$ cat src/lve_pkg.sv
`timescale 1ns / 1ps
// ----------------------------------------------------------------------------
// lve_pkg
// Shared types and constants of the loss vector evaluator.
// ----------------------------------------------------------------------------
package lve_pkg;

  localparam int unsigned MaxElements = 4096;
  localparam int unsigned CountW      = 13;
  localparam int unsigned DivIters    = 64;
  localparam int unsigned DivCntW     = 7;
  localparam logic [63:0] Q24One      = 64'd16777216;
  localparam logic [31:0] Ln2Q32      = 32'hB172_17F8;
  localparam logic [55:0] ValueMax    = {56{1'b1}};
  localparam logic [4:0]  SeriesLastN = 5'd25;

  typedef enum logic [1:0] {
    KIND_MSE = 2'd0,
    KIND_BCE = 2'd1,
    KIND_CCE = 2'd2,
    KIND_RSV = 2'd3
  } lve_kind_e;

  localparam logic [2:0] ST_OK      = 3'd0;
  localparam logic [2:0] ST_PRED    = 3'd1;
  localparam logic [2:0] ST_TARGET  = 3'd2;
  localparam logic [2:0] ST_ONE_HOT = 3'd3;
  localparam logic [2:0] ST_OVF     = 3'd4;

  typedef enum logic [4:0] {
    OP_NONE,
    OP_ACCEPT,
    OP_MSE_MUL,
    OP_MSE_TERM,
    OP_ZERO_TERM,
    OP_LN_PREP,
    OP_ZDIV,
    OP_LN_INIT,
    OP_SQ_MUL,
    OP_SQ_CAP,
    OP_T_MUL,
    OP_T_DIV,
    OP_T_ACC,
    OP_A_MUL,
    OP_LN_TERM,
    OP_ACCUM,
    OP_MEAN_DIV,
    OP_RESULT
  } lve_op_e;

  typedef enum logic [4:0] {
    S_IDLE,
    S_DISPATCH,
    S_MSE_MUL,
    S_MSE_TERM,
    S_ZERO,
    S_LN_PREP,
    S_ZDIV,
    S_ZWAIT,
    S_LN_INIT,
    S_SQ_MUL,
    S_SQ_CAP,
    S_T_MUL,
    S_T_DIV,
    S_T_ACC,
    S_A_MUL,
    S_LN_TERM,
    S_ACCUM,
    S_FINISH,
    S_MEAN_DIV,
    S_MEAN_WAIT,
    S_RESULT
  } lve_state_e;

  typedef struct packed {
    lve_op_e op;
  } lve_cmd_t;

  typedef struct packed {
    logic div_busy;
    logic item_last;
    logic log_path;
    logic mse_path;
    logic series_last;
    logic need_mean;
    logic out_free;
  } lve_status_t;

endpackage

$ cat src/lve_divider.sv
`timescale 1ns / 1ps
// ----------------------------------------------------------------------------
// lve_divider
// Restoring radix-2 divider, 64-bit dividend by 32-bit divisor, one bit a cycle.
// ----------------------------------------------------------------------------
module lve_divider (
  input  logic        clk_i,
  input  logic        rst_ni,
  input  logic        start_i,
  input  logic [63:0] dividend_i,
  input  logic [31:0] divisor_i,
  output logic        busy_o,
  output logic [63:0] quot_o,
  output logic [31:0] rem_o
);
  import lve_pkg::*;

  logic [DivCntW-1:0] cnt_q, cnt_d;
  logic [63:0]        qr_q, qr_d;
  logic [31:0]        rem_q, rem_d;
  logic [31:0]        dsr_q, dsr_d;
  logic [32:0]        r_sh;
  logic               ge;

  always_comb begin
    r_sh  = {rem_q, qr_q[63]};
    ge    = r_sh >= {1'b0, dsr_q};
    cnt_d = cnt_q;
    qr_d  = qr_q;
    rem_d = rem_q;
    dsr_d = dsr_q;
    if (start_i) begin
      cnt_d = DivCntW'(DivIters);
      qr_d  = dividend_i;
      rem_d = '0;
      dsr_d = divisor_i;
    end else if (cnt_q != '0) begin
      cnt_d = cnt_q - 1'b1;
      qr_d  = {qr_q[62:0], ge};
      rem_d = ge ? 32'(r_sh - {1'b0, dsr_q}) : r_sh[31:0];
    end
  end

  always_ff @(posedge clk_i or negedge rst_ni) begin
    if (!rst_ni) begin
      cnt_q <= '0;
    end else begin
      cnt_q <= cnt_d;
    end
  end

  always_ff @(posedge clk_i) begin
    qr_q  <= qr_d;
    rem_q <= rem_d;
    dsr_q <= dsr_d;
  end

  assign busy_o = cnt_q != '0;
  assign quot_o = qr_q;
  assign rem_o  = rem_q;

endmodule

$ cat src/lve_datapath.sv
`timescale 1ns / 1ps
// ----------------------------------------------------------------------------
// lve_datapath
// Item registers, validation, shared multiplier and divider, log series,
// accumulator and result register.
// ----------------------------------------------------------------------------
module lve_datapath (
  input  logic                clk_i,
  input  logic                rst_ni,
  input  lve_pkg::lve_cmd_t   cmd_i,
  output lve_pkg::lve_status_t status_o,
  input  logic                cfg_we_i,
  input  logic [1:0]          cfg_wdata_i,
  input  logic [31:0]         predicted_i,
  input  logic [31:0]         expected_i,
  input  logic                last_i,
  output logic                out_valid_o,
  input  logic                out_ready_i,
  output logic [55:0]         loss_value_o,
  output logic [2:0]          status_code_o
);
  import lve_pkg::*;

  lve_kind_e          kind_cfg_q, kind_q;
  logic signed [31:0] p_q, t_q;
  logic               last_q;
  logic [2:0]         err_q;
  logic [1:0]         hot_q;
  logic [63:0]        acc_q;
  logic [CountW-1:0]  cnt_q;
  logic [63:0]        term_q;
  logic [4:0]         k_q;
  logic [30:0]        x_q;
  logic [30:0]        z_q;
  logic [31:0]        z2_q;
  logic [31:0]        ser_t_q;
  logic [32:0]        ser_sum_q;
  logic [4:0]         n_q;
  logic [63:0]        mul_q;
  logic               out_valid_q;
  logic [55:0]        out_loss_q;
  logic [2:0]         out_st_q;

  logic               ce_in, tgt_one, in_t_one;
  logic               div_start, div_busy;
  logic [63:0]        div_dvd, quot;
  logic [31:0]        div_dsr, rem;
  logic [31:0]        mul_a, mul_b;
  logic signed [32:0] diff;
  logic [31:0]        ad;
  logic [23:0]        pc, q;
  logic [4:0]         k_d;
  logic [64:0]        acc_sum;
  logic [33:0]        lnm;
  logic [37:0]        a_val, ln_diff;
  logic [2:0]         err_fin;
  logic               round_up, need_mean;
  logic [64:0]        val;
  logic [55:0]        res_loss;
  logic [2:0]         res_st;
  logic [31:0]        recip;
  logic [5:0]         rsh;
  logic [30:0]        t_quo;

  assign ce_in    = (kind_cfg_q == KIND_BCE) || (kind_cfg_q == KIND_CCE);
  assign in_t_one = 64'(signed'(expected_i)) == Q24One;
  assign tgt_one  = 64'(t_q) == Q24One;

  lve_divider u_div (
    .clk_i      (clk_i),
    .rst_ni     (rst_ni),
    .start_i    (div_start),
    .dividend_i (div_dvd),
    .divisor_i  (div_dsr),
    .busy_o     (div_busy),
    .quot_o     (quot),
    .rem_o      (rem)
  );

  always_comb begin
    diff = 33'(p_q) - 33'(t_q);
    ad   = diff[32] ? 32'(-diff) : diff[31:0];
    if (p_q < 32'sd1) begin
      pc = 24'd1;
    end else if (p_q > 32'sd16777215) begin
      pc = 24'hFF_FFFF;
    end else begin
      pc = p_q[23:0];
    end
    q = (kind_q == KIND_BCE && !tgt_one) ? 24'(25'h100_0000 - 25'(pc)) : pc;
    k_d = '0;
    for (int i = 1; i < 24; i++) begin
      if (q[i]) k_d = 5'(i);
    end
  end

  // series term over n: multiply by ceil(2^s / n), then shift by s
  always_comb begin
    case (n_q)
      5'd3:    recip = 32'(((64'd1 << 33) + 64'd2) / 64'd3);
      5'd5:    recip = 32'(((64'd1 << 34) + 64'd4) / 64'd5);
      5'd7:    recip = 32'(((64'd1 << 34) + 64'd6) / 64'd7);
      5'd9:    recip = 32'(((64'd1 << 35) + 64'd8) / 64'd9);
      5'd11:   recip = 32'(((64'd1 << 35) + 64'd10) / 64'd11);
      5'd13:   recip = 32'(((64'd1 << 35) + 64'd12) / 64'd13);
      5'd15:   recip = 32'(((64'd1 << 35) + 64'd14) / 64'd15);
      5'd17:   recip = 32'(((64'd1 << 36) + 64'd16) / 64'd17);
      5'd19:   recip = 32'(((64'd1 << 36) + 64'd18) / 64'd19);
      5'd21:   recip = 32'(((64'd1 << 36) + 64'd20) / 64'd21);
      5'd23:   recip = 32'(((64'd1 << 36) + 64'd22) / 64'd23);
      5'd25:   recip = 32'(((64'd1 << 36) + 64'd24) / 64'd25);
      default: recip = '0;
    endcase
    if (n_q < 5'd5) begin
      rsh = 6'd33;
    end else if (n_q < 5'd9) begin
      rsh = 6'd34;
    end else if (n_q < 5'd17) begin
      rsh = 6'd35;
    end else begin
      rsh = 6'd36;
    end
    t_quo = 31'(mul_q >> rsh);
  end

  always_comb begin
    mul_a = '0;
    mul_b = '0;
    unique case (cmd_i.op)
      OP_MSE_MUL: begin
        mul_a = ad;
        mul_b = ad;
      end
      OP_SQ_MUL: begin
        mul_a = {1'b0, z_q};
        mul_b = {1'b0, z_q};
      end
      OP_T_MUL: begin
        mul_a = ser_t_q;
        mul_b = z2_q;
      end
      OP_T_DIV: begin
        mul_a = mul_q[63:32];
        mul_b = recip;
      end
      OP_A_MUL: begin
        mul_a = 32'(5'd24 - k_q);
        mul_b = Ln2Q32;
      end
      default: begin
      end
    endcase
  end

  always_comb begin
    div_start = 1'b0;
    div_dvd   = '0;
    div_dsr   = '0;
    unique case (cmd_i.op)
      OP_ZDIV: begin
        div_start = 1'b1;
        div_dvd   = {1'b0, 31'(x_q - 31'h4000_0000), 32'd0};
        div_dsr   = 32'(x_q) + 32'h4000_0000;
      end
      OP_MEAN_DIV: begin
        div_start = 1'b1;
        div_dvd   = acc_q;
        div_dsr   = 32'(cnt_q);
      end
      default: begin
      end
    endcase
  end

  always_comb begin
    acc_sum = {1'b0, acc_q} + {1'b0, term_q};
    lnm     = {ser_sum_q, 1'b0};
    a_val   = {1'b0, mul_q[36:0]};
    ln_diff = a_val - 38'(lnm) + 38'd128;
    err_fin = err_q;
    if (err_q == ST_OK && kind_q == KIND_CCE && hot_q != 2'd1) err_fin = ST_ONE_HOT;
    need_mean = (err_fin == ST_OK) && (cnt_q <= CountW'(MaxElements)) && (kind_q != KIND_CCE);
    round_up  = {rem, 1'b0} >= 33'(cnt_q);
    val = (kind_q == KIND_CCE) ? {1'b0, acc_q} : ({1'b0, quot} + 65'(round_up));
    if (err_fin != ST_OK) begin
      res_loss = '0;
      res_st   = err_fin;
    end else if (cnt_q > CountW'(MaxElements)) begin
      res_loss = ValueMax;
      res_st   = ST_OVF;
    end else if (val > 65'(ValueMax)) begin
      res_loss = ValueMax;
      res_st   = ST_OVF;
    end else begin
      res_loss = val[55:0];
      res_st   = ST_OK;
    end
  end

  always_ff @(posedge clk_i or negedge rst_ni) begin
    if (!rst_ni) begin
      kind_cfg_q  <= KIND_MSE;
      err_q       <= ST_OK;
      hot_q       <= '0;
      acc_q       <= '0;
      cnt_q       <= '0;
      out_valid_q <= 1'b0;
    end else begin
      if (cfg_we_i) kind_cfg_q <= lve_kind_e'(cfg_wdata_i);
      if (cmd_i.op == OP_RESULT) begin
        out_valid_q <= 1'b1;
      end else if (out_valid_q && out_ready_i) begin
        out_valid_q <= 1'b0;
      end
      unique case (cmd_i.op)
        OP_ACCEPT: begin
          if (ce_in) begin
            if (signed'(predicted_i) < 32'sd0 || signed'(predicted_i) > 32'sd16777216) begin
              err_q <= ST_PRED;
            end else if (signed'(expected_i) != 32'sd0 && !in_t_one && err_q == ST_OK) begin
              err_q <= ST_TARGET;
            end
            if (in_t_one && hot_q != 2'd2) hot_q <= hot_q + 2'd1;
          end
        end
        OP_ACCUM: begin
          acc_q <= acc_sum[64] ? {64{1'b1}} : acc_sum[63:0];
          if (cnt_q <= CountW'(MaxElements)) cnt_q <= cnt_q + 1'b1;
        end
        OP_RESULT: begin
          err_q       <= ST_OK;
          hot_q       <= '0;
          acc_q       <= '0;
          cnt_q       <= '0;
        end
        default: begin
        end
      endcase
    end
  end

  always_ff @(posedge clk_i) begin
    mul_q <= mul_a * mul_b;
    unique case (cmd_i.op)
      OP_ACCEPT: begin
        kind_q <= kind_cfg_q;
        p_q    <= predicted_i;
        t_q    <= expected_i;
        last_q <= last_i;
      end
      OP_MSE_TERM:  term_q <= 64'((65'(mul_q) + 65'h80_0000) >> 24);
      OP_ZERO_TERM: term_q <= '0;
      OP_LN_PREP: begin
        k_q <= k_d;
        x_q <= 31'(q) << (5'd30 - k_d);
      end
      OP_LN_INIT: begin
        z_q       <= quot[30:0];
        ser_t_q   <= {1'b0, quot[30:0]};
        ser_sum_q <= {2'b0, quot[30:0]};
        n_q       <= 5'd3;
      end
      OP_SQ_CAP: z2_q    <= mul_q[63:32];
      OP_T_DIV:  ser_t_q <= mul_q[63:32];
      OP_T_ACC: begin
        ser_sum_q <= ser_sum_q + 33'(t_quo);
        n_q       <= n_q + 5'd2;
      end
      OP_LN_TERM: term_q <= (a_val > 38'(lnm)) ? 64'(ln_diff >> 8) : 64'd0;
      OP_RESULT: begin
        out_loss_q <= res_loss;
        out_st_q   <= res_st;
      end
      default: begin
      end
    endcase
  end

  assign status_o.div_busy    = div_busy;
  assign status_o.item_last   = last_q;
  assign status_o.log_path    = (kind_q == KIND_BCE) || (kind_q == KIND_CCE && tgt_one);
  assign status_o.mse_path    = (kind_q == KIND_MSE) || (kind_q == KIND_RSV);
  assign status_o.series_last = n_q == SeriesLastN;
  assign status_o.need_mean   = need_mean;
  assign status_o.out_free    = !out_valid_q || out_ready_i;

  assign out_valid_o   = out_valid_q;
  assign loss_value_o  = out_loss_q;
  assign status_code_o = out_st_q;

endmodule

$ cat src/lve_controller.sv
`timescale 1ns / 1ps
// ----------------------------------------------------------------------------
// lve_controller
// Sequencer for item intake, term evaluation, accumulation and result.
// ----------------------------------------------------------------------------
module lve_controller (
  input  logic                 clk_i,
  input  logic                 rst_ni,
  input  logic                 in_valid_i,
  output logic                 in_ready_o,
  input  lve_pkg::lve_status_t status_i,
  output lve_pkg::lve_cmd_t    cmd_o
);
  import lve_pkg::*;

  lve_state_e state_q, state_d;

  always_ff @(posedge clk_i or negedge rst_ni) begin
    if (!rst_ni) begin
      state_q <= S_IDLE;
    end else begin
      state_q <= state_d;
    end
  end

  always_comb begin
    state_d = state_q;
    unique case (state_q)
      S_IDLE:      if (in_valid_i) state_d = S_DISPATCH;
      S_DISPATCH: begin
        if (status_i.mse_path) begin
          state_d = S_MSE_MUL;
        end else if (status_i.log_path) begin
          state_d = S_LN_PREP;
        end else begin
          state_d = S_ZERO;
        end
      end
      S_MSE_MUL:   state_d = S_MSE_TERM;
      S_MSE_TERM:  state_d = S_ACCUM;
      S_ZERO:      state_d = S_ACCUM;
      S_LN_PREP:   state_d = S_ZDIV;
      S_ZDIV:      state_d = S_ZWAIT;
      S_ZWAIT:     if (!status_i.div_busy) state_d = S_LN_INIT;
      S_LN_INIT:   state_d = S_SQ_MUL;
      S_SQ_MUL:    state_d = S_SQ_CAP;
      S_SQ_CAP:    state_d = S_T_MUL;
      S_T_MUL:     state_d = S_T_DIV;
      S_T_DIV:     state_d = S_T_ACC;
      S_T_ACC:     state_d = status_i.series_last ? S_A_MUL : S_T_MUL;
      S_A_MUL:     state_d = S_LN_TERM;
      S_LN_TERM:   state_d = S_ACCUM;
      S_ACCUM:     state_d = status_i.item_last ? S_FINISH : S_IDLE;
      S_FINISH:    state_d = status_i.need_mean ? S_MEAN_DIV : S_RESULT;
      S_MEAN_DIV:  state_d = S_MEAN_WAIT;
      S_MEAN_WAIT: if (!status_i.div_busy) state_d = S_RESULT;
      S_RESULT:    if (status_i.out_free) state_d = S_IDLE;
      default:     state_d = S_IDLE;
    endcase
  end

  always_comb begin
    cmd_o.op   = OP_NONE;
    in_ready_o = 1'b0;
    unique case (state_q)
      S_IDLE: begin
        in_ready_o = 1'b1;
        if (in_valid_i) cmd_o.op = OP_ACCEPT;
      end
      S_MSE_MUL:  cmd_o.op = OP_MSE_MUL;
      S_MSE_TERM: cmd_o.op = OP_MSE_TERM;
      S_ZERO:     cmd_o.op = OP_ZERO_TERM;
      S_LN_PREP:  cmd_o.op = OP_LN_PREP;
      S_ZDIV:     cmd_o.op = OP_ZDIV;
      S_LN_INIT:  cmd_o.op = OP_LN_INIT;
      S_SQ_MUL:   cmd_o.op = OP_SQ_MUL;
      S_SQ_CAP:   cmd_o.op = OP_SQ_CAP;
      S_T_MUL:    cmd_o.op = OP_T_MUL;
      S_T_DIV:    cmd_o.op = OP_T_DIV;
      S_T_ACC:    cmd_o.op = OP_T_ACC;
      S_A_MUL:    cmd_o.op = OP_A_MUL;
      S_LN_TERM:  cmd_o.op = OP_LN_TERM;
      S_ACCUM:    cmd_o.op = OP_ACCUM;
      S_MEAN_DIV: cmd_o.op = OP_MEAN_DIV;
      S_RESULT:   if (status_i.out_free) cmd_o.op = OP_RESULT;
      default: begin
      end
    endcase
  end

endmodule

$ cat src/loss_vector_evaluator_top.sv
`timescale 1ns / 1ps
// ----------------------------------------------------------------------------
// loss_vector_evaluator_top
// Streaming loss (MSE, binary or categorical cross-entropy) over a Q8.24 vector.
// ----------------------------------------------------------------------------
// Throughput: one word at a time; MSE words take a squaring multiply and a
//   rounding step, cross-entropy words with a log term a serial divide of the
//   log argument and 12 series steps, other categorical words a zero term.
// After the last word come the finish step, the mean divide if needed, and the result.
// The result register frees intake while a result waits for the sink.
// Reset: asynchronous, clears the sums, counts, errors and loss kind (MSE).
module loss_vector_evaluator_top (
  input  logic        clk_i,
  input  logic        rst_ni,
  input  logic        cfg_we_i,
  input  logic [1:0]  cfg_wdata_i,    // loss_kind
  input  logic        s_axis_tvalid,
  output logic        s_axis_tready,
  input  logic [63:0] s_axis_tdata,   // [31:0] predicted, [63:32] expected
  input  logic        s_axis_tlast,
  output logic        m_axis_tvalid,
  input  logic        m_axis_tready,
  output logic [63:0] m_axis_tdata    // [55:0] loss_value, [58:56] status, zero pad
);
  import lve_pkg::*;

  lve_cmd_t    cmd;
  lve_status_t stat;
  logic [55:0] loss;
  logic [2:0]  st_code;

  lve_controller u_ctrl (
    .clk_i      (clk_i),
    .rst_ni     (rst_ni),
    .in_valid_i (s_axis_tvalid),
    .in_ready_o (s_axis_tready),
    .status_i   (stat),
    .cmd_o      (cmd)
  );

  lve_datapath u_dp (
    .clk_i         (clk_i),
    .rst_ni        (rst_ni),
    .cmd_i         (cmd),
    .status_o      (stat),
    .cfg_we_i      (cfg_we_i),
    .cfg_wdata_i   (cfg_wdata_i),
    .predicted_i   (s_axis_tdata[31:0]),
    .expected_i    (s_axis_tdata[63:32]),
    .last_i        (s_axis_tlast),
    .out_valid_o   (m_axis_tvalid),
    .out_ready_i   (m_axis_tready),
    .loss_value_o  (loss),
    .status_code_o (st_code)
  );

  assign m_axis_tdata = {5'd0, st_code, loss};

  a_intake_busy: assert property (@(posedge clk_i) disable iff (!rst_ni)
    s_axis_tvalid && s_axis_tready |=> !s_axis_tready)
    else $error("intake open while a word is in work");

  a_err_zero: assert property (@(posedge clk_i) disable iff (!rst_ni)
    m_axis_tvalid && st_code != ST_OK && st_code != ST_OVF |-> loss == '0)
    else $error("validation error with nonzero loss");

  a_ovf_sat: assert property (@(posedge clk_i) disable iff (!rst_ni)
    m_axis_tvalid && st_code == ST_OVF |-> loss == ValueMax)
    else $error("overflow without saturation");

  a_code_range: assert property (@(posedge clk_i) disable iff (!rst_ni)
    m_axis_tvalid |-> st_code <= ST_OVF)
    else $error("status code out of range");

endmodule
$ cat config.mk
export PLATFORM = sky130hd
export DESIGN_NAME = loss_vector_evaluator_top
export DESIGN_NICKNAME = d
export VERILOG_FILES = /design/src/lve_pkg.sv /design/src/lve_divider.sv /design/src/lve_datapath.sv /design/src/lve_controller.sv /design/src/loss_vector_evaluator_top.sv
export SDC_FILE = /design/constraint.sdc
export NUM_CORES = 2
export LEC_CHECK = 0
export ABC_AREA = 1
export BUFFER_PORTS_ARGS = -buffer_cell sky130_fd_sc_hd__buf_2
export CORE_MARGIN = 3
export CORE_UTILIZATION = 69
export CTS_CLUSTER_DIAMETER = 40
export CTS_CLUSTER_SIZE = 16
export DETAILED_ROUTE_END_ITERATION = 8
export PLACE_DENSITY = 0.91
export SETUP_SLACK_MARGIN = 0.1
export SYNTH_ARGS = -nofsm -noshare
export SYNTH_HDL_FRONTEND = slang
export SYNTH_HIERARCHICAL = 1
export SYNTH_SLANG_ARGS = --single-unit
$ cat constraint.sdc
create_clock -name clk_i -period 24.1 [get_ports clk_i]
set_clock_uncertainty 0.2 [all_clocks]
set_input_delay 2.41 -clock clk_i [delete_from_list [all_inputs] [get_ports clk_i]]
set_output_delay 2.41 -clock clk_i [all_outputs]
set_load 0.1 [all_outputs]
-- Yosys cells after proc, flatten, opt, wreduce, memory -nomap -nowiden
Memory sizes are Yosys's and may differ from the RTL's. A register that Yosys moved wholly into a read port is not among the register bits.
Index checks and enable logic that the tools add are counted.
- equal/unequal tests: 56
- shift operators: 2
- $lt $le $gt $ge: 13
- muxes and demuxes: 80
- add/subtract/negate cells: 18
- multiply operators: 1
- reductions and logical operators: 38
- operator list (cell ; count):
    one-hot mux 32 bit (5 select lines) ; 2
    one-hot mux 64 bit (2 select lines) ; 2
    two-way mux 64 bit ; 3
    one-hot mux 64 bit (3 select lines) ; 1
    == test 64 x 25 -> 1 bit, second input constant ; 2
    one-hot mux 32 bit (2 select lines) ; 2
    two-way mux 56 bit ; 2
    one-hot mux 5 bit (19 select lines) ; 1
    one-hot mux 5 bit (17 select lines) ; 1
    == test 5 x 4 -> 1 bit, second input constant ; 16
    two-way mux 5 bit ; 16
    two-way mux 24 bit ; 3
    one-hot mux 33 bit (2 select lines) ; 1
    adder 64 x 1 -> 65 bit ; 1
    adder 64 x 24 -> 65 bit, second input constant ; 1
    adder 64 x 64 -> 65 bit ; 1
    > comparator 65 x 56 -> 1 bit, second input constant ; 1
    two-way mux 65 bit ; 1
    multiplier 32 x 32 -> 64 bit ; 1
    two-way mux 32 bit ; 2
    right shift 64 x 6 -> 31 bit ; 1
    two-way mux 3 bit ; 14
    == test 5 x 3 -> 1 bit, second input constant ; 8
    == test 5 bit, second input constant ; 8
    other kinds (61) ; 117
- logic and storage cells: 235
- bits of input ports: 72
- ROM bits: 1024
- memories: 1
- bits in registers: 648
- memories (name ; words ; bits a word ; rd ports ; clocked after memory_dff ; write ports ; line ; source):
    (no name shown) ; 32 ; 32 ; 1 ; 1 ; 0 ; lve_datapath.sv:99 ; case (n_q)

-- Depth between registers and ports, before layout
- depth in word-level cells: 30
- mapped depth: 65
- gate-level depth less buffers: 64

-- Hierarchy
The synthesis kept the hierarchy.
- by module, submodules not included (module ; sequential area each (sq um) ; area each (sq um) ; times used ; cells each):
    lve_datapath ; 14113.5 ; 69242.7 ; 1 ; 8799
    lve_divider ; 3698.5 ; 8169.1 ; 1 ; 1127
    lve_controller ; 125.1 ; 634.4 ; 1 ; 115
    loss_vector_evaluator_top ; 0.0 ; 41.3 ; 1 ; 6

-- Worst setup path after synthesis
Ideal clock, no wire load.
- path type: input -> register
- start: input port m_axis_tready
- end: register u_dp.mul_q[59]
- stages: 46
- path buffers: 3
- data required time: 23.828 ns
- path slack: 12.182 ns
- arrival time: 11.646 ns
- cells stage by stage: inv_1 -> nand2_1 -> nand4_1 -> nand2_1 -> nor3_1 -> inv_1 -> nor2_1 -> clkinv_1 -> nor3_1 -> clkbuf_1 -> a211oi_1 -> nand2_1 -> buf_2 -> buf_2 -> nand2_1 -> fa_1 -> inv_1 -> fa_1 -> [10 not listed] -> ha_1 -> a21oi_1 -> a21boi_1 -> o21ai_1 -> a21oi_1 -> o21ai_1 -> a21boi_1 -> o21ai_1 -> nand2_1 -> nand2_1 -> a21boi_1 -> o21ai_1 -> a21oi_1 -> o21ai_1 -> nand2_1 -> nand2_1 -> a21oi_1 -> xnor2_1
- RTL lines (item ; line ; source):
    start, declared ; loss_vector_evaluator_top.sv:22 ; input logic m_axis_tready,
    end signal, assigned ; lve_datapath.sv:243 ; mul_q <= mul_a * mul_b;
    end, declared ; lve_datapath.sv:39 ; logic [63:0] mul_q;

-- Worst setup path after layout
- start: register u_dp.p_q[3]
- end: register u_dp.mul_q[59]
- word-level cells in the longest chain between the ends: 5
- elaborated cells between the ends (all ways): 6
- RTL lines (item ; line ; source):
    start, declared ; lve_datapath.sv:25 ; logic signed [31:0] p_q, t_q;
    start signal, assigned ; lve_datapath.sv:247 ; p_q <= predicted_i;
    subtractor 32 x 32 -> 33 bit (*) ; lve_datapath.sv:81 ; diff = 33'(p_q) - 33'(t_q);
    negation 32 bit ; lve_datapath.sv:82 ; ad = diff[32] ? 32'(-diff) : diff[31:0];
    two-way mux 32 bit (*) ; lve_datapath.sv:82 ;
    one-hot mux 32 bit (5 select lines) ; lve_datapath.sv:129 ; unique case (cmd_i.op)
    multiplier 32 x 32 -> 64 bit (*) ; lve_datapath.sv:243 ;
Every way passes the cells marked *; elsewhere a longest branch is shown, timed or not.
A chain may end at the register's enable or synchronous reset.

==> impl_metrics.py <==
metrics = {
    "run_status": {
        "outcome": "finished with violations",
        "failed_checks": "DRC",
    },
    "layout": {
        "post-route-cell-area_um2": 83400,
        "final_layout_size_suffix_gt1_share_pct": 5.81,
        "syn_to_final_growth_pct": 6.85,
        "final_nets": 11500,
        "layout_cells_excl_fill": 11600,
        "filler_cell_count": 8265,
    },
    "clock_network": {
        "cts-htree-levels": 3,
        "clk_pin_slew_ns": 0.06,
        "worstSkewPairLatency_ns": 0.72,
        "cts-root-to-sink-buffers": 3,
        "cts.sink_count": 656,
        "cts_root_buf": "sky130_fd_sc_hd__clkbuf_16",
        "cts_tree": "yes",
        "postCtsSetupRepairBufs": 0,
        "cts_made_buffers": 96,
        "cts.repair.resized": 0,
        "holdBufCountCts": 0,
    },
    "detailed_routing": {
        "totalWireLength_mm": 290,
        "drt-wirelength-per-cell_um": 25.0,
        "drt_iter0_markers": 10500,
        "length_of_the_first_detailed_routing_pass_in_iterations": 9,
        "ant_nets": 0,
        "routed_via_density": 6.30,
        "post-route-drc-count": 7,
        "vias": 73200,
    },
    "place": {
        "placedCellCount": 11400,
        "io_buffer_count": 132,
        "dp.final_hpwl_mm": 223,
        "gp_routability_congestion": 1.06,
        "placed_cell_area_um2": 80000,
    },
    "global_route": {
        "grt_overflow_total": 0,
        "grt_first_pass_wirelength_mm": 437,
        "grt_pass1_vias": 72900,
        "antenna_found_initial": 17,
        "grt_max_degree": 79,
        "grtUsageTotal_pct": 49.8,
    },
    "yosys": {
        "post_synth_num_cell_types": 80,
        "most_used_flip_flop_cell_after_synthesis": "sky130_fd_sc_hd__edfxtp_1",
        "yosysWarnings": 6,
        "post-synth-top-area-fraction_pct": 23.4,
        "synth.top_cells.by_area": "sky130_fd_sc_hd__fa_1 (23%), sky130_fd_sc_hd__edfxtp_1 (17%), sky130_fd_sc_hd__nand2_1 (11%)",
        "synth-edff-count": 432,
        "synthesis.instances": 10000,
        "portion_of_the_post_synthesis_area_used_by_sequential_elements_pct": 23.0,
        "synth.cell_area_um2": 78100,
        "synth_area_leader_cell": "sky130_fd_sc_hd__fa_1",
        "async_reset_ff_share_pct": 14.6,
        "ys_ff_latch": 656,
        "synth.avg_cell_area_um2": 7.77,
    },
    "timing": {
        "grt_setup_unrepaired": "false",
        "fmax_ghz": 0.0698,
        "final-max-slew-violation-count": 0,
        "finalCriticalPeriod_ns": 14.32,
        "report.final.hold_viol_count": 0,
        "whs_ns": 0.290,
        "setup-tns-final_ns": 0,
        "post-route-period-util_pct": 59.4,
        "max_slew.worst_pin.slew_ns": 1.41,
        "worst_relative_slew_slack_pct": 5.21,
        "setup_viol": 0,
    },
    "critical_path": {
        "worst_r2r_path_depth": 49,
        "timing.critical_path.from_type": "register",
        "worst_setup_path_end_kind": "register",
        "category_of_the_most_critical_setup_path": "reg2reg",
        "critical_path_peak_fanout": 30,
        "crit_arrival_ns": 14.71,
        "critical_path.most_common_cell": "sky130_fd_sc_hd__nand2_1",
        "worstPathRequired_ns": 24.49,
        "crit_path_top_delay_cell": "sky130_fd_sc_hd__inv_1",
        "cp_slowest_stage_delay_ns": 1.12,
    },
    "floorplanning": {
        "floorplan.die.height_um": 342,
        "die_area_um2": 117000,
        "placementRows": 122,
        "standard_cell_core_area_um2": 111000,
        "io_pins": 138,
        "start_util_pct": 70.1,
        "fp.dieW_um": 342,
    },
    "hold_path": {
        "hp-class": "reg2reg",
        "hold-path-cell-count": 2,
    },
    "flow_run": {
        "maxCapViolations": 0,
    },
}
==> worst max-delay path: cells and delay by family (launching register included) <==
kind / cells / cell delay [ns]
fa+ha+maj: 10 / 5.12
compound gates: 15 / 3.83
flops: 1 / 0.47
buf+inv: 8 / 1.83
xor+xnor: 1 / 0.16
simple gates: 15 / 2.56
==> placed cells by master (no fill, tap or decap), types with 19 or more instances in the layout <==
| cell | instances |
|---|---|
| sky130_fd_sc_hd__nand2_1 | 2365 |
| sky130_fd_sc_hd__nand3_1 | 404 |
| sky130_fd_sc_hd__nand2_2 | 29 |
| sky130_fd_sc_hd__dfrtp_1 | 96 |
| sky130_fd_sc_hd__o22ai_1 | 74 |
| sky130_fd_sc_hd__o21ai_1 | 35 |
| sky130_fd_sc_hd__inv_1 | 2088 |
| sky130_fd_sc_hd__buf_2 | 131 |
| sky130_fd_sc_hd__o211ai_1 | 75 |
| sky130_fd_sc_hd__a211oi_1 | 19 |
| sky130_fd_sc_hd__ha_1 | 504 |
| sky130_fd_sc_hd__inv_2 | 28 |
| sky130_fd_sc_hd__a221oi_1 | 21 |
| sky130_fd_sc_hd__nor2_1 | 886 |
| sky130_fd_sc_hd__xor2_1 | 167 |
| sky130_fd_sc_hd__nand3b_1 | 22 |
| sky130_fd_sc_hd__o21bai_1 | 26 |
| sky130_fd_sc_hd__nor3_1 | 95 |
| sky130_fd_sc_hd__nor2_2 | 24 |
| sky130_fd_sc_hd__clkbuf_16 | 98 |
| sky130_fd_sc_hd__a21oi_1 | 386 |
| sky130_fd_sc_hd__a31oi_1 | 43 |
| sky130_fd_sc_hd__nor4_1 | 52 |
| sky130_fd_sc_hd__xnor2_1 | 81 |
| sky130_fd_sc_hd__buf_4 | 106 |
| sky130_fd_sc_hd__fa_1 | 914 |
| sky130_fd_sc_hd__edfxtp_1 | 432 |
| sky130_fd_sc_hd__dfxtp_1 | 128 |
| sky130_fd_sc_hd__nand4_1 | 80 |
| sky130_fd_sc_hd__o21ai_0 | 393 |
==> stage by stage <==
| step | setup WS (ns) | util, % |
|---|---|---|
| after detailed placement | 9.84 | 71.8 |
| after CTS | 10.36 | 74.8 |
| final | 9.78 | 74.9 |
| after global routing | 9.45 | 74.9 |
| after floorplan | 12.18 | - |
| after global placement | 9.96 | 71.8 |
==> cells in the mapped netlist, types with 36 or more instances <==
| library cell | count |
|---|---|
| sky130_fd_sc_hd__nand4_1 | 80 |
| sky130_fd_sc_hd__o22ai_1 | 74 |
| sky130_fd_sc_hd__clkbuf_1 | 219 |
| sky130_fd_sc_hd__fa_1 | 914 |
| sky130_fd_sc_hd__o211ai_1 | 75 |
| sky130_fd_sc_hd__o21ai_0 | 394 |
| sky130_fd_sc_hd__o21ai_1 | 36 |
| sky130_fd_sc_hd__dfrtp_1 | 96 |
| sky130_fd_sc_hd__nor3_1 | 96 |
| sky130_fd_sc_hd__nor4_1 | 56 |
| sky130_fd_sc_hd__xor2_1 | 167 |
| sky130_fd_sc_hd__edfxtp_1 | 432 |
| sky130_fd_sc_hd__a31oi_1 | 43 |
| sky130_fd_sc_hd__dfxtp_1 | 128 |
| sky130_fd_sc_hd__buf_2 | 73 |
| sky130_fd_sc_hd__xnor2_1 | 81 |
| sky130_fd_sc_hd__a21oi_1 | 387 |
| sky130_fd_sc_hd__nor2_1 | 897 |
| sky130_fd_sc_hd__nand3_1 | 406 |
| sky130_fd_sc_hd__ha_1 | 504 |
| sky130_fd_sc_hd__inv_1 | 2090 |
| sky130_fd_sc_hd__nand2_1 | 2371 |
==> routing by layer <==
metal | track usage, % | share of wire, %
met5 | 0.917 | 0.074
met4 | 35.4 | 9.1
met3 | 17.6 | 16
met2 | 71.4 | 41
met1 | 62.5 | 34
==> cells by family (layout without fill, tap and decap cells) <==
group | Yosys count | in the layout | share of synthesized area [%]
AO/OA/AOI/OAI | 1175 | 1175 | 8.65
XOR/XNOR | 251 | 251 | 2.84
adder cells (fa/ha/maj) | 1418 | 1418 | 31.5
buffers and inverters | 2485 | 2554 | 12.4
flip-flops | 656 | 656 | 23.0
multiplexers | 11 | 11 | 0.141
other | 2 | 19 | 0.00962
AND/OR/NAND/NOR | 4049 | 4049 | 21.5
==> registers in the layout, indices dropped and copies added (netlist names), 13 cells and up <==
signal and count:
u_dp/ser_t_q 32, u_dp/u_div/rem_o 32, u_dp/x_q 31, u_dp/loss_value_o 56
u_dp/mul_q 64, u_dp/recip 32, u_dp/term_q 41, u_dp/z2_q 32
u_dp/u_div/dsr_q 32, u_dp/ser_sum_q 33, u_dp/acc_q 64, u_dp/u_div/quot_o 64
u_dp/t_q 32, u_dp/z_q 31, u_dp/p_q 32, u_dp/cnt_q 13
==> final timing paths <==
check | from | end | slack [ns]
max in group asynchronous | rst_ni | u_dp/acc_q[5] | 20.89
max | u_dp/p_q[3] | u_dp/mul_q[59] | 9.78
min in group asynchronous | rst_ni | u_dp/u_div/cnt_q[3] | 1.48
min | u_dp/u_div/rem_o[13] | u_dp/u_div/rem_o[13] | 0.29
max reg2reg | u_dp/p_q[3] | u_dp/mul_q[59] | 9.78
min reg2reg | u_dp/u_div/rem_o[13] | u_dp/u_div/rem_o[13] | 0.29
==> cell type report <==
| cell class | instances | area (µm²) | share of cell area [%] |
|---|---|---|---|
| clock inverters | 73 | 918 | 1.10 |
| well taps | 1488 | 1860 | 2.23 |
| inverters | 2135 | 8020 | 9.61 |
| multi-input cells | 6910 | 50700 | 60.8 |
| clock buffers | 109 | 2520 | 3.02 |
| diodes | 13 | 32.5 | 0.0390 |
| repair buffers | 237 | 1450 | 1.74 |
| flip-flops and latches | 656 | 17900 | 21.5 |
Power is not shown: default switching activity piles up to over one toggle a cycle in this logic, so the estimate is an artifact.
